[config.mk]
export PLATFORM = sky130hd
export DESIGN_NAME = i2c_master_bit_engine
export DESIGN_NICKNAME = d
export VERILOG_FILES = /design/src/rtl/core/i2cm_pkg.sv /design/src/rtl/core/i2c_master_bit_engine.sv /design/src/rtl/core/i2cm_engine.sv
export SDC_FILE = /design/constraint.sdc
export NUM_CORES = 1
export LEC_CHECK = 0
export ABC_AREA = 0
export ABC_CLOCK_PERIOD_IN_PS = 4500
export BUFFER_PORTS_ARGS = -buffer_cell sky130_fd_sc_hd__buf_2
export CORE_ASPECT_RATIO = 0.5
export CORE_MARGIN = 3
export CORE_UTILIZATION = 40
export CTS_CLUSTER_SIZE = 14
export DETAILED_ROUTE_END_ITERATION = 8
export PLACE_DENSITY_LB_ADDON = 0.25
export SLEW_MARGIN = 20
export SYNTH_ARGS = -nofsm -noshare
export SYNTH_HDL_FRONTEND = slang
export SYNTH_SLANG_ARGS = --single-unit
[constraint.sdc]
create_clock -name clock -period 4.5 [get_ports clock]
set_clock_uncertainty 0.05 [all_clocks]
set_input_delay 0.225 -clock clock [delete_from_list [all_inputs] [get_ports clock]]
set_output_delay 0.225 -clock clock [all_outputs]
set_load 0.05 [all_outputs]
[src/rtl/core/i2cm_pkg.sv]
// Package for the I2C master bit engine: command codes, result type and helpers.
`timescale 1ns / 1ps

package i2cm_pkg;

   localparam int HOLD_COUNT_WIDTH_DEFAULT = 16;
   localparam logic [15:0] HOLD_TICKS_RESET = 16'd10;

   localparam int OP_WIDTH = 3;
   localparam int IDX_WIDTH = 5;

   // Command codes; the tick-only code and the unused code start nothing.
   localparam logic [OP_WIDTH-1:0] OP_TICK  = 3'd0;
   localparam logic [OP_WIDTH-1:0] OP_START = 3'd1;
   localparam logic [OP_WIDTH-1:0] OP_STOP  = 3'd2;
   localparam logic [OP_WIDTH-1:0] OP_WRITE = 3'd3;
   localparam logic [OP_WIDTH-1:0] OP_READ  = 3'd4;
   localparam logic [OP_WIDTH-1:0] OP_SACK  = 3'd5;
   localparam logic [OP_WIDTH-1:0] OP_RACK  = 3'd6;

   // One result item, as the engine hands it to the output register.
   typedef struct packed {
      logic       scl_out;
      logic       sda_out;
      logic       busy_res;
      logic       done_res;
      logic [7:0] rx_data;
      logic       rx_ack;
   } rsp_type;

   // Number of pin actions in each command's list.
   function automatic logic [IDX_WIDTH-1:0] list_length(input logic [OP_WIDTH-1:0] cmd);
      logic [IDX_WIDTH-1:0] len;
      unique case (cmd)
         OP_START: len = 5'd4;
         OP_STOP:  len = 5'd3;
         OP_WRITE: len = 5'd24;
         OP_READ:  len = 5'd25;
         OP_SACK:  len = 5'd3;
         OP_RACK:  len = 5'd4;
         default:  len = 5'd0;
      endcase
      return len;
   endfunction

endpackage

[src/rtl/core/i2c_master_bit_engine.sv]
// Top level of the I2C master bit engine: request register, engine and response register.
`timescale 1ns / 1ps

// Open-drain I2C master bit engine. Each request is one timing tick, carrying
// an optional command (start, stop, write byte, read byte, send ack, receive
// ack) and the sampled SDA level. A command is taken only while the engine is
// idle; it then runs its fixed list of pin actions, one action per tick with
// hold_ticks ticks between actions, and raises done_res on the completing tick.
// Every request yields exactly one response showing the pin levels and status
// after that tick. Throughput is one request per clock while neither req_stall
// nor rsp_stall holds the flow: the request register feeds single-pass step
// logic whose outcome lands in the response register. While a response waits,
// the request register takes one further request and then stalls the sender.
// hold_ticks is to be written through the csr_ port (always ready) only while
// idle; the block itself does not enforce this.
module i2c_master_bit_engine #(
   parameter int HOLD_COUNT_WIDTH = i2cm_pkg::HOLD_COUNT_WIDTH_DEFAULT
) (
   input  logic                          clock,
   input  logic                          reset,
   // Request channel
   input  logic                          req_valid,
   output logic                          req_stall,
   input  logic [i2cm_pkg::OP_WIDTH-1:0] req_op,
   input  logic [7:0]                    req_tx_data,
   input  logic                          req_ack_out,
   input  logic                          req_sda_in,
   // Response channel
   output logic                          rsp_valid,
   input  logic                          rsp_stall,
   output logic                          rsp_scl_out,
   output logic                          rsp_sda_out,
   output logic                          rsp_busy_res,
   output logic                          rsp_done_res,
   output logic [7:0]                    rsp_rx_data,
   output logic                          rsp_rx_ack,
   // Configuration write
   input  logic                          csr_valid,
   output logic                          csr_ready,
   input  logic [15:0]                   csr_hold_ticks
);

   logic                          req_valid_ff;
   logic [i2cm_pkg::OP_WIDTH-1:0] op_ff;
   logic [7:0]                    tx_ff;
   logic                          ack_ff;
   logic                          sdi_ff;
   logic [15:0]                   hold_ticks_ff;
   logic                          rsp_valid_ff;
   i2cm_pkg::rsp_type             rsp_ff;
   i2cm_pkg::rsp_type             step_rsp;
   logic                          advance;
   logic                          req_take;

   // Advance the held request whenever the response register is free or draining.
   assign advance   = req_valid_ff && (!rsp_valid_ff || !rsp_stall);
   assign req_stall = req_valid_ff && !advance;
   assign req_take  = req_valid && !req_stall;
   assign csr_ready = 1'b1;

   // Hold the request until the engine takes it.
   always_ff @(posedge clock) begin
      if (reset) begin
         req_valid_ff <= 1'b0;
      end else if (req_take) begin
         req_valid_ff <= 1'b1;
      end else if (advance) begin
         req_valid_ff <= 1'b0;
      end
   end

   always_ff @(posedge clock) begin
      if (req_take) begin
         op_ff  <= req_op;
         tx_ff  <= req_tx_data;
         ack_ff <= req_ack_out;
         sdi_ff <= req_sda_in;
      end
   end

   always_ff @(posedge clock) begin
      if (reset) begin
         hold_ticks_ff <= i2cm_pkg::HOLD_TICKS_RESET;
      end else if (csr_valid && csr_ready) begin
         hold_ticks_ff <= csr_hold_ticks;
      end
   end

   i2cm_engine #(
      .HOLD_COUNT_WIDTH(HOLD_COUNT_WIDTH)
   ) u_engine (
      .clock      (clock),
      .reset      (reset),
      .step_en    (advance),
      .op         (op_ff),
      .tx_data    (tx_ff),
      .ack_out    (ack_ff),
      .sda_in     (sdi_ff),
      .hold_ticks (hold_ticks_ff),
      .result     (step_rsp)
   );

   // Response register: load on advance, drop once taken.
   always_ff @(posedge clock) begin
      if (reset) begin
         rsp_valid_ff <= 1'b0;
      end else if (advance) begin
         rsp_valid_ff <= 1'b1;
      end else if (!rsp_stall) begin
         rsp_valid_ff <= 1'b0;
      end
   end

   always_ff @(posedge clock) begin
      if (advance) begin
         rsp_ff <= step_rsp;
      end
   end

   assign rsp_valid    = rsp_valid_ff;
   assign rsp_scl_out  = rsp_ff.scl_out;
   assign rsp_sda_out  = rsp_ff.sda_out;
   assign rsp_busy_res = rsp_ff.busy_res;
   assign rsp_done_res = rsp_ff.done_res;
   assign rsp_rx_data  = rsp_ff.rx_data;
   assign rsp_rx_ack   = rsp_ff.rx_ack;

endmodule

[src/rtl/core/i2cm_engine.sv]
// Command state and per-tick step logic of the I2C master bit engine.
`timescale 1ns / 1ps

module i2cm_engine #(
   parameter int HOLD_COUNT_WIDTH = i2cm_pkg::HOLD_COUNT_WIDTH_DEFAULT
) (
   input  logic                               clock,
   input  logic                               reset,
   input  logic                               step_en,
   input  logic [i2cm_pkg::OP_WIDTH-1:0]      op,
   input  logic [7:0]                         tx_data,
   input  logic                               ack_out,
   input  logic                               sda_in,
   input  logic [15:0]                        hold_ticks,
   output i2cm_pkg::rsp_type                  result
);

   localparam int CW = (HOLD_COUNT_WIDTH > 16) ? HOLD_COUNT_WIDTH : 16;
   localparam logic [HOLD_COUNT_WIDTH-1:0] HOLD_MAX = {HOLD_COUNT_WIDTH{1'b1}};
   localparam logic [HOLD_COUNT_WIDTH-1:0] HOLD_ONE = HOLD_COUNT_WIDTH'(1);

   logic                                scl_ff, scl_in;
   logic                                sda_ff, sda_in_lvl;
   logic [i2cm_pkg::OP_WIDTH-1:0]       cmd_ff, cmd_in;
   logic [i2cm_pkg::IDX_WIDTH-1:0]      idx_ff, idx_in;
   logic [1:0]                          phase_ff, phase_in;
   logic [7:0]                          shift_ff, shift_in;
   logic [HOLD_COUNT_WIDTH-1:0]         hold_ff, hold_in;
   logic                                ack_ff, ack_in;
   logic                                busy_ff, busy_in;
   logic [7:0]                          rx_ff, rx_in;
   logic                                done;
   logic                                act;
   logic [HOLD_COUNT_WIDTH-1:0]         hold_load;
   logic [CW-1:0]                       ticks_ext;

   // Saturate the hold setting to what the counter can hold.
   always_comb begin
      ticks_ext = CW'(hold_ticks);
      if (ticks_ext > CW'(HOLD_MAX)) begin
         hold_load = HOLD_MAX;
      end else begin
         hold_load = ticks_ext[HOLD_COUNT_WIDTH-1:0];
      end
   end

   always_comb begin
      cmd_in     = cmd_ff;
      idx_in     = idx_ff;
      phase_in   = phase_ff;
      shift_in   = shift_ff;
      scl_in     = scl_ff;
      sda_in_lvl = sda_ff;
      ack_in     = ack_ff;
      busy_in    = busy_ff;
      hold_in    = hold_ff;
      rx_in      = rx_ff;
      done       = 1'b0;
      act        = 1'b0;

      if (!busy_ff) begin
         if (op >= i2cm_pkg::OP_START && op <= i2cm_pkg::OP_RACK) begin
            cmd_in   = op;
            idx_in   = '0;
            phase_in = 2'd0;
            if (op == i2cm_pkg::OP_WRITE) begin
               shift_in = tx_data;
            end else if (op == i2cm_pkg::OP_SACK) begin
               shift_in = {7'd0, ack_out};
            end else begin
               shift_in = 8'd0;
            end
            busy_in = 1'b1;
            act     = 1'b1;
         end
      end else if (hold_ff > HOLD_ONE) begin
         hold_in = hold_ff - HOLD_ONE;
      end else begin
         hold_in = '0;
         if (idx_ff >= i2cm_pkg::list_length(cmd_ff)) begin
            if (cmd_ff == i2cm_pkg::OP_READ) begin
               rx_in = shift_ff;
            end
            busy_in = 1'b0;
            done    = 1'b1;
         end else begin
            act = 1'b1;
         end
      end

      if (act) begin
         unique case (cmd_in)
            i2cm_pkg::OP_START: begin
               unique case (idx_in)
                  5'd0:    sda_in_lvl = 1'b1;
                  5'd1:    scl_in = 1'b1;
                  5'd2:    sda_in_lvl = 1'b0;
                  default: scl_in = 1'b0;
               endcase
            end
            i2cm_pkg::OP_STOP: begin
               unique case (idx_in)
                  5'd0:    sda_in_lvl = 1'b0;
                  5'd1:    scl_in = 1'b1;
                  default: sda_in_lvl = 1'b1;
               endcase
            end
            i2cm_pkg::OP_WRITE: begin
               if (phase_in == 2'd0) begin
                  sda_in_lvl = shift_in[7];
                  shift_in   = {shift_in[6:0], 1'b0};
               end else begin
                  scl_in = (phase_in == 2'd1);
               end
            end
            i2cm_pkg::OP_READ: begin
               if (idx_in == 5'd0) begin
                  sda_in_lvl = 1'b1;
               end else begin
                  unique case (phase_in)
                     2'd0:    scl_in = 1'b1;
                     2'd1:    shift_in = {shift_in[6:0], sda_in};
                     default: scl_in = 1'b0;
                  endcase
               end
            end
            i2cm_pkg::OP_SACK: begin
               if (idx_in == 5'd0) begin
                  sda_in_lvl = shift_in[0];
               end else begin
                  scl_in = (idx_in == 5'd1);
               end
            end
            i2cm_pkg::OP_RACK: begin
               unique case (idx_in)
                  5'd0:    sda_in_lvl = 1'b1;
                  5'd1:    scl_in = 1'b1;
                  5'd2:    ack_in = sda_in;
                  default: scl_in = 1'b0;
               endcase
            end
            default: begin
            end
         endcase
         // The read's leading release of SDA sits outside the three-phase bit cycle.
         if (!(cmd_in == i2cm_pkg::OP_READ && idx_in == 5'd0)) begin
            phase_in = (phase_in == 2'd2) ? 2'd0 : phase_in + 2'd1;
         end
         idx_in  = idx_in + 5'd1;
         hold_in = hold_load;
      end
   end

   always_ff @(posedge clock) begin
      if (reset) begin
         scl_ff   <= 1'b1;
         sda_ff   <= 1'b1;
         cmd_ff   <= i2cm_pkg::OP_TICK;
         idx_ff   <= '0;
         phase_ff <= 2'd0;
         shift_ff <= 8'd0;
         hold_ff  <= '0;
         ack_ff   <= 1'b0;
         busy_ff  <= 1'b0;
         rx_ff    <= 8'd0;
      end else if (step_en) begin
         scl_ff   <= scl_in;
         sda_ff   <= sda_in_lvl;
         cmd_ff   <= cmd_in;
         idx_ff   <= idx_in;
         phase_ff <= phase_in;
         shift_ff <= shift_in;
         hold_ff  <= hold_in;
         ack_ff   <= ack_in;
         busy_ff  <= busy_in;
         rx_ff    <= rx_in;
      end
   end

   always_comb begin
      result.scl_out  = scl_in;
      result.sda_out  = sda_in_lvl;
      result.busy_res = busy_in;
      result.done_res = done;
      result.rx_data  = rx_in;
      result.rx_ack   = ack_in;
   end

endmodule
Yosys cells after proc, flatten, opt, wreduce, memory -nomap -nowiden
Cells that the tools add are included.
Widths: inputs -> output; s select.
{"block": "totals", "input_bits": 34, "regBits": 90, "out_inout_bits": 16}
{"block": "classes", "n_mux": 59, "order_cmp": 5, "bitwise": 1, "addsub": 3, "n_eq_ne": 19, "n_reduce_logical": 21}
{"op": "$mux 8", "count": 11}
{"op": "$mux 16", "count": 4}
{"op": "$mux 5", "count": 5}
{"op": "$mux 1", "count": 24}
{"op": "$eq 3x3->1 const B", "count": 7}
{"op": "$pmux 5 s4", "count": 1}
{"op": "$gt 16x1->1 const B", "count": 1}
{"op": "$gt 16x16->1 const B", "count": 1}
{"op": "$pmux 8 s2", "count": 1}
{"op": "$sub 16x1->16 const B", "count": 1}
{"op": "$eq 3x2->1 const B", "count": 5}
{"op": "$reduce_or 2->1", "count": 6}
{"op": "$mux 2", "count": 5}
{"op": "$pmux 1 s5", "count": 2}
{"op": "$pmux 1 s2", "count": 4}
{"op": "$eq 3x1->1 const B", "count": 2}
{"op": "$mux 3", "count": 2}
{"op": "$add 5x1->5 const B", "count": 1}
{"op": "$eq 5x1->1 const B", "count": 1}
{"op": "$eq 5x2->1 const B", "count": 1}
{"op": "$ge 5x5->1", "count": 1}
{"op": "$logic_and 1x1->1", "count": 5}
{"op": "$logic_not 5->1", "count": 1}
{"op": "$logic_not 1->1", "count": 4}
{"op": "11 further kinds", "count": 12}

Depth between registers and ports, before layout
{"block": "depth", "depth_word": 11, "depth_mapped": 13}

Modules after synthesis
From an unflattened synthesis, not the netlist that was laid out.
{"block": "unflattened", "hier_cells": 570, "area_unflattened_um2": 5079.9}
{"mod": "i2cm_engine", "area_per_inst_um2": 3626.0, "cells_each": 480, "instances": 1}
{"mod": "i2c_master_bit_engine", "area_per_inst_um2": 1453.9, "cells_each": 90, "instances": 1}

Least setup slack after synthesis
OpenSTA, ideal clock, no wires.
{"block": "synth_timing", "kind": "register to register", "start": "register u_engine.cmd_ff[2] in the netlist's numbering", "end": "register u_engine.idx_ff[1] in the netlist's numbering", "required_ns": 4.379, "period_less_slack_ns": 2.819, "t_arrival_ns": 2.698, "path_slack_ns": 1.681, "setup_time_ns": 0.071, "stages_incl_launch_ff": 13, "path_cell_list": "dfxtp_1 -> clkbuf_1 -> nor2b_1 -> or2_2 -> ha_1 -> nand2b_1 -> a211oi_1 -> o21ai_0 -> o21ai_2 -> buf_6 -> nand2_4 -> or4_1 -> a21oi_1"}
{"block": "synth_between", "elab_chain_cells": 10, "elab_cells_between_ends": 16, "classes_between": "1 x order compare; 6 x eq/ne; 7 x mux; 2 x reduce/logical"}
{"element": "from (decl)", "line_no": "i2cm_engine.sv:24", "rtl": "logic [i2cm_pkg::OP_WIDTH-1:0] cmd_ff, cmd_in;"}
{"element": "from (signal assigned)", "line_no": "i2cm_engine.sv:158", "rtl": "cmd_ff <= i2cm_pkg::OP_TICK;"}
{"element": "from (signal assigned)", "line_no": "i2cm_engine.sv:169", "rtl": "cmd_ff <= cmd_in;"}
{"element": "$eq 3x1->1 (tied with other cells)", "line_no": "i2cm_pkg.sv:34", "rtl": "unique case (cmd)"}
{"element": "$reduce_or 2->1 (no source line)"}
{"element": "$pmux 5 s4 *", "line_no": "i2cm_pkg.sv:34"}
{"element": "$mux 5 *", "line_no": "i2cm_engine.sv:76", "rtl": "end else if (hold_ff > HOLD_ONE) begin"}
{"element": "$mux 5 *", "line_no": "i2cm_engine.sv:61", "rtl": "if (!busy_ff) begin"}
{"element": "$ge 5x5->1 *", "line_no": "i2cm_engine.sv:80", "rtl": "if (idx_ff >= i2cm_pkg::list_length(cmd_ff)) begin"}
{"element": "$mux 1 *", "line_no": "i2cm_engine.sv:80"}
{"element": "$mux 1 *", "line_no": "i2cm_engine.sv:76"}
{"element": "$mux 1 *", "line_no": "i2cm_engine.sv:61"}
{"element": "$mux 5 *", "line_no": "i2cm_engine.sv:91", "rtl": "if (act) begin"}
{"element": "to (signal assigned)", "line_no": "i2cm_engine.sv:170", "rtl": "idx_ff <= idx_in;"}
{"element": "to (decl)", "line_no": "i2cm_engine.sv:25", "rtl": "logic [i2cm_pkg::IDX_WIDTH-1:0] idx_ff, idx_in;"}
Every way passes the cells marked *; elsewhere a longest branch is shown, timed or not. The select of a mux whose other input is x is not followed.
A chain may end at the register's enable or synchronous reset.

==> run metrics <==
run status finished clean; vias in the first global route 3431; syn nets 549; initial drt markers 338; pin count of the biggest net entering global routing 57; unrepaired setup endpoints after global routing no; average size of a mapped cell 9.123 sq um; WL/cell 15.80 microns; DP HPWL 7551 microns; routed wire length 11110 microns; Mapped Cells 508; Core ar. 11150 sq um; # IOs 50; Die Wd 158.2 microns; Initial Utilization 41.57%; Area growth syn-to-layout 15.69%; crit path max fanout 8; crit path kind flip-flop to flip-flop; die height 82.11 microns; GR Overflow Total 0; min cycle time layout 3.206 ns; cell total after placement 680; Slew @ Worst Pin 0.8853 ns; Vias/cell 5.642; synthesized cell area 4634 sq um; CTS tree done; metal3 WL 671 microns; CP endpoint kind flip-flop; ant diodes 0; clock sink total 90; Top Family by Delay on Critical Path simple AND/OR/NAND/NOR gates; Slew Limit Fails 0; count of cell types in the netlist 67; Max IR drop VDD 0.1958 mV; Worst Path Buf+Inv 1; register bit count reported by yosys 90; Clock H-tree levels 3; gp weighted congestion 0.8530; Critical Path, Cell by Cell inv_1, ha_1, nor2_1, nor4_1, nand4_4, nor2_1, nand2_2, mux2_2; P per Cell Area 376.8 nW/um^2; Max Cap Viol 0; Remaining DRCs 0; total negative slack 0 ns; share of layout cells above drive strength 1 17.03%; Worst Path Arrival 3.25 ns; clk slew on worst S/H paths 0.07 ns; worst endpoint required time 4.54 ns; die area 12990 sq um; Final Power 2.020 mW; Seq/Total Area, Yosys 44.49%; DR vias 3966; main flop type after synthesis dfxtp_1; Max-slew headroom 40.44%; nets 594; Max Fclk 311.9 MHz; post-cts resize count 0; clock buffer count from CTS 9; PortBufs 48; Async SR Flop Fraction 0%; part of the cycle the worst path needs 71.24%; hold_buf cts 4; setup repair bufs after CTS 0; Root Buffer clkbuf_16; CP startpoint kind flip-flop; Crit path top cell by count nor2_1; Total GRT Usage 17.56%; first-pass GRT wire length 17880 microns; FILL cells 1096; type of the worst min-delay path input pin to flip-flop; Post-synth EDFFs 26; met2 WL post-DR 4910 microns; Critical Path Max Stage Delay 0.68 ns; FP Rows 27; clk buf depth 2; synth warn 0; Max Used Layer met4; Post-DRT Antenna Nets 0; final setup fails 0; Worst path slowest cell nor4_1; Skew-Pair Late Insertion Delay 0.34 ns; static leakage 2.120 nW; fin cells 703; Final Hold Viols 0; wl on met1 5412 microns; initial antenna violation count 0; drt pass-1 iters 5
## final timing paths
path,startpoint,to,slack (ns),cells after the start
worst min-delay path,req_op[0],op_ff[0],0.01,1
worst max-delay path,u_engine.hold_ff[1],rsp_rx_data[0],1.29,8
worst min register to register,hold_ticks_ff[12],u_engine.hold_ff[12],0.41,2
worst max register to register,u_engine.hold_ff[1],rsp_rx_data[0],1.29,8
## cell families after synthesis
kind of cell / share of synthesized area [%]
compound gates: 18.44
xor+xnor: 1.323
fa+ha+maj: 1.890
buf+inv: 3.375
flops: 44.49
mux: 9.152
other cells: 0.08092
simple gates: 21.25
## report_power, final
part | internal, mW | switching, mW
clock network | 0.434 | 0.323
registers | 0.875 | 0.0421
logic | 0.131 | 0.216
total | 1.44 | 0.581
## layout by cell type (no fill, tap or decap), drive strengths merged, types with 6 or more instances in the layout
cell type | Yosys | layout
nor2 | 79 | 79
dfxtp | 64 | 64
buf | 9 | 56
nand2 | 34 | 34
a21oi | 33 | 33
nor3 | 33 | 33
mux2i | 30 | 30
edfxtp | 26 | 26
o21ai | 25 | 25
a211oi | 13 | 13
mux2 | 11 | 11
a221oi | 9 | 9
clkbuf | 20 | 9
o21a | 8 | 8
a22oi | 8 | 8
inv | 6 | 8
nor2b | 7 | 7
ha | 7 | 7
dlygate4sd3 | 0 | 7
nand3 | 6 | 6
## metal layers
layer | GRT usage (%) | up-vias
li1 | - | 1977
met1 | 24.81 | 1870
met5 | 0 | -
met2 | 27.08 | 107
met3 | 4.581 | 12
met4 | 4.120 | 0
## cell type report
cell class                 count  area (sq um)  area share, %
tap                          145         181.4          3.384
timing repair buffer          63         370.4          6.908
multi-input combinational    381          2416          45.06
inverter                       8         30.03         0.5601
clock inverter                 7         76.32          1.424
sequential                    90          2062          38.46
clock buffer                   9         225.2          4.201
## flip-flops by register name, indices dropped and copies added, names as in the netlist, 2 cells and up
signal             count
u_engine.idx_ff        5
hold_ticks_ff         16
op_ff                  3
u_engine.cmd_ff        3
u_engine.phase_ff      2
u_engine.shift_ff      8
u_engine.hold_ff      16
rsp_rx_data            8
u_engine.rx_ff         8
tx_ff                  8
## worst register-to-register path, cell delays in order (launching register included)
cell	delay [ns]
dfxtp_1	0.31
inv_1	0.11
ha_1	0.33
nor2_1	0.09
nor4_1	0.68
nand4_4	0.21
nor2_1	0.54
nand2_2	0.30
mux2_2	0.35
## cell usage after synthesis (3+ instances only)
| library cell | n | area (sq um) |
|---|---|---|
| a32oi_1 | 3 | 26.28 |
| or3_1 | 3 | 18.77 |
| nand2b_1 | 4 | 25.02 |
| ha_1 | 7 | 87.58 |
| and3_1 | 4 | 25.02 |
| nor3b_1 | 3 | 22.52 |
| o21ai_0 | 22 | 110.1 |
| nor2_1 | 79 | 296.5 |
| a21oi_1 | 33 | 165.2 |
| nor2b_1 | 7 | 43.79 |
| mux2i_1 | 30 | 300.3 |
| a22oi_1 | 8 | 60.06 |
| buf_2 | 5 | 25.02 |
| dfxtp_1 | 64 | 1281 |
| clkbuf_1 | 20 | 75.07 |
| nor3_1 | 32 | 160.2 |
| a32o_1 | 3 | 30.03 |
| mux2_2 | 11 | 123.9 |
| xor2_1 | 4 | 35.03 |
| nand3_1 | 5 | 25.02 |
| nand2_1 | 32 | 120.1 |
| inv_1 | 6 | 22.52 |
| o21a_1 | 8 | 60.06 |
| a221oi_1 | 9 | 78.83 |
| nand3b_1 | 3 | 22.52 |
| xnor2_1 | 3 | 26.28 |
| o211ai_1 | 3 | 22.52 |
| or2_2 | 4 | 25.02 |
| nand4_1 | 3 | 18.77 |
| nor4_1 | 4 | 25.02 |
| a211oi_1 | 13 | 97.59 |
| edfxtp_1 | 26 | 780.8 |
## through the flow
stage / setup WS (ns) / area, sq um / hold slack, ns / utilization, %
2_1_floorplan: 1.681 / 4634 / 0.2739 / -
3_3_place_gp: 1.416 / 4990 / 0.3520 / 44.76
3_5_place_dp: 1.357 / 4990 / 0.3535 / 44.76
4_1_cts: 1.356 / 5331 / 0.0009202 / 47.82
5_1_grt: 1.041 / 5361 / 0.002242 / 48.09
6_report: 1.294 / 5361 / 0.01141 / 48.09
Power figures use the tool's default switching activity.
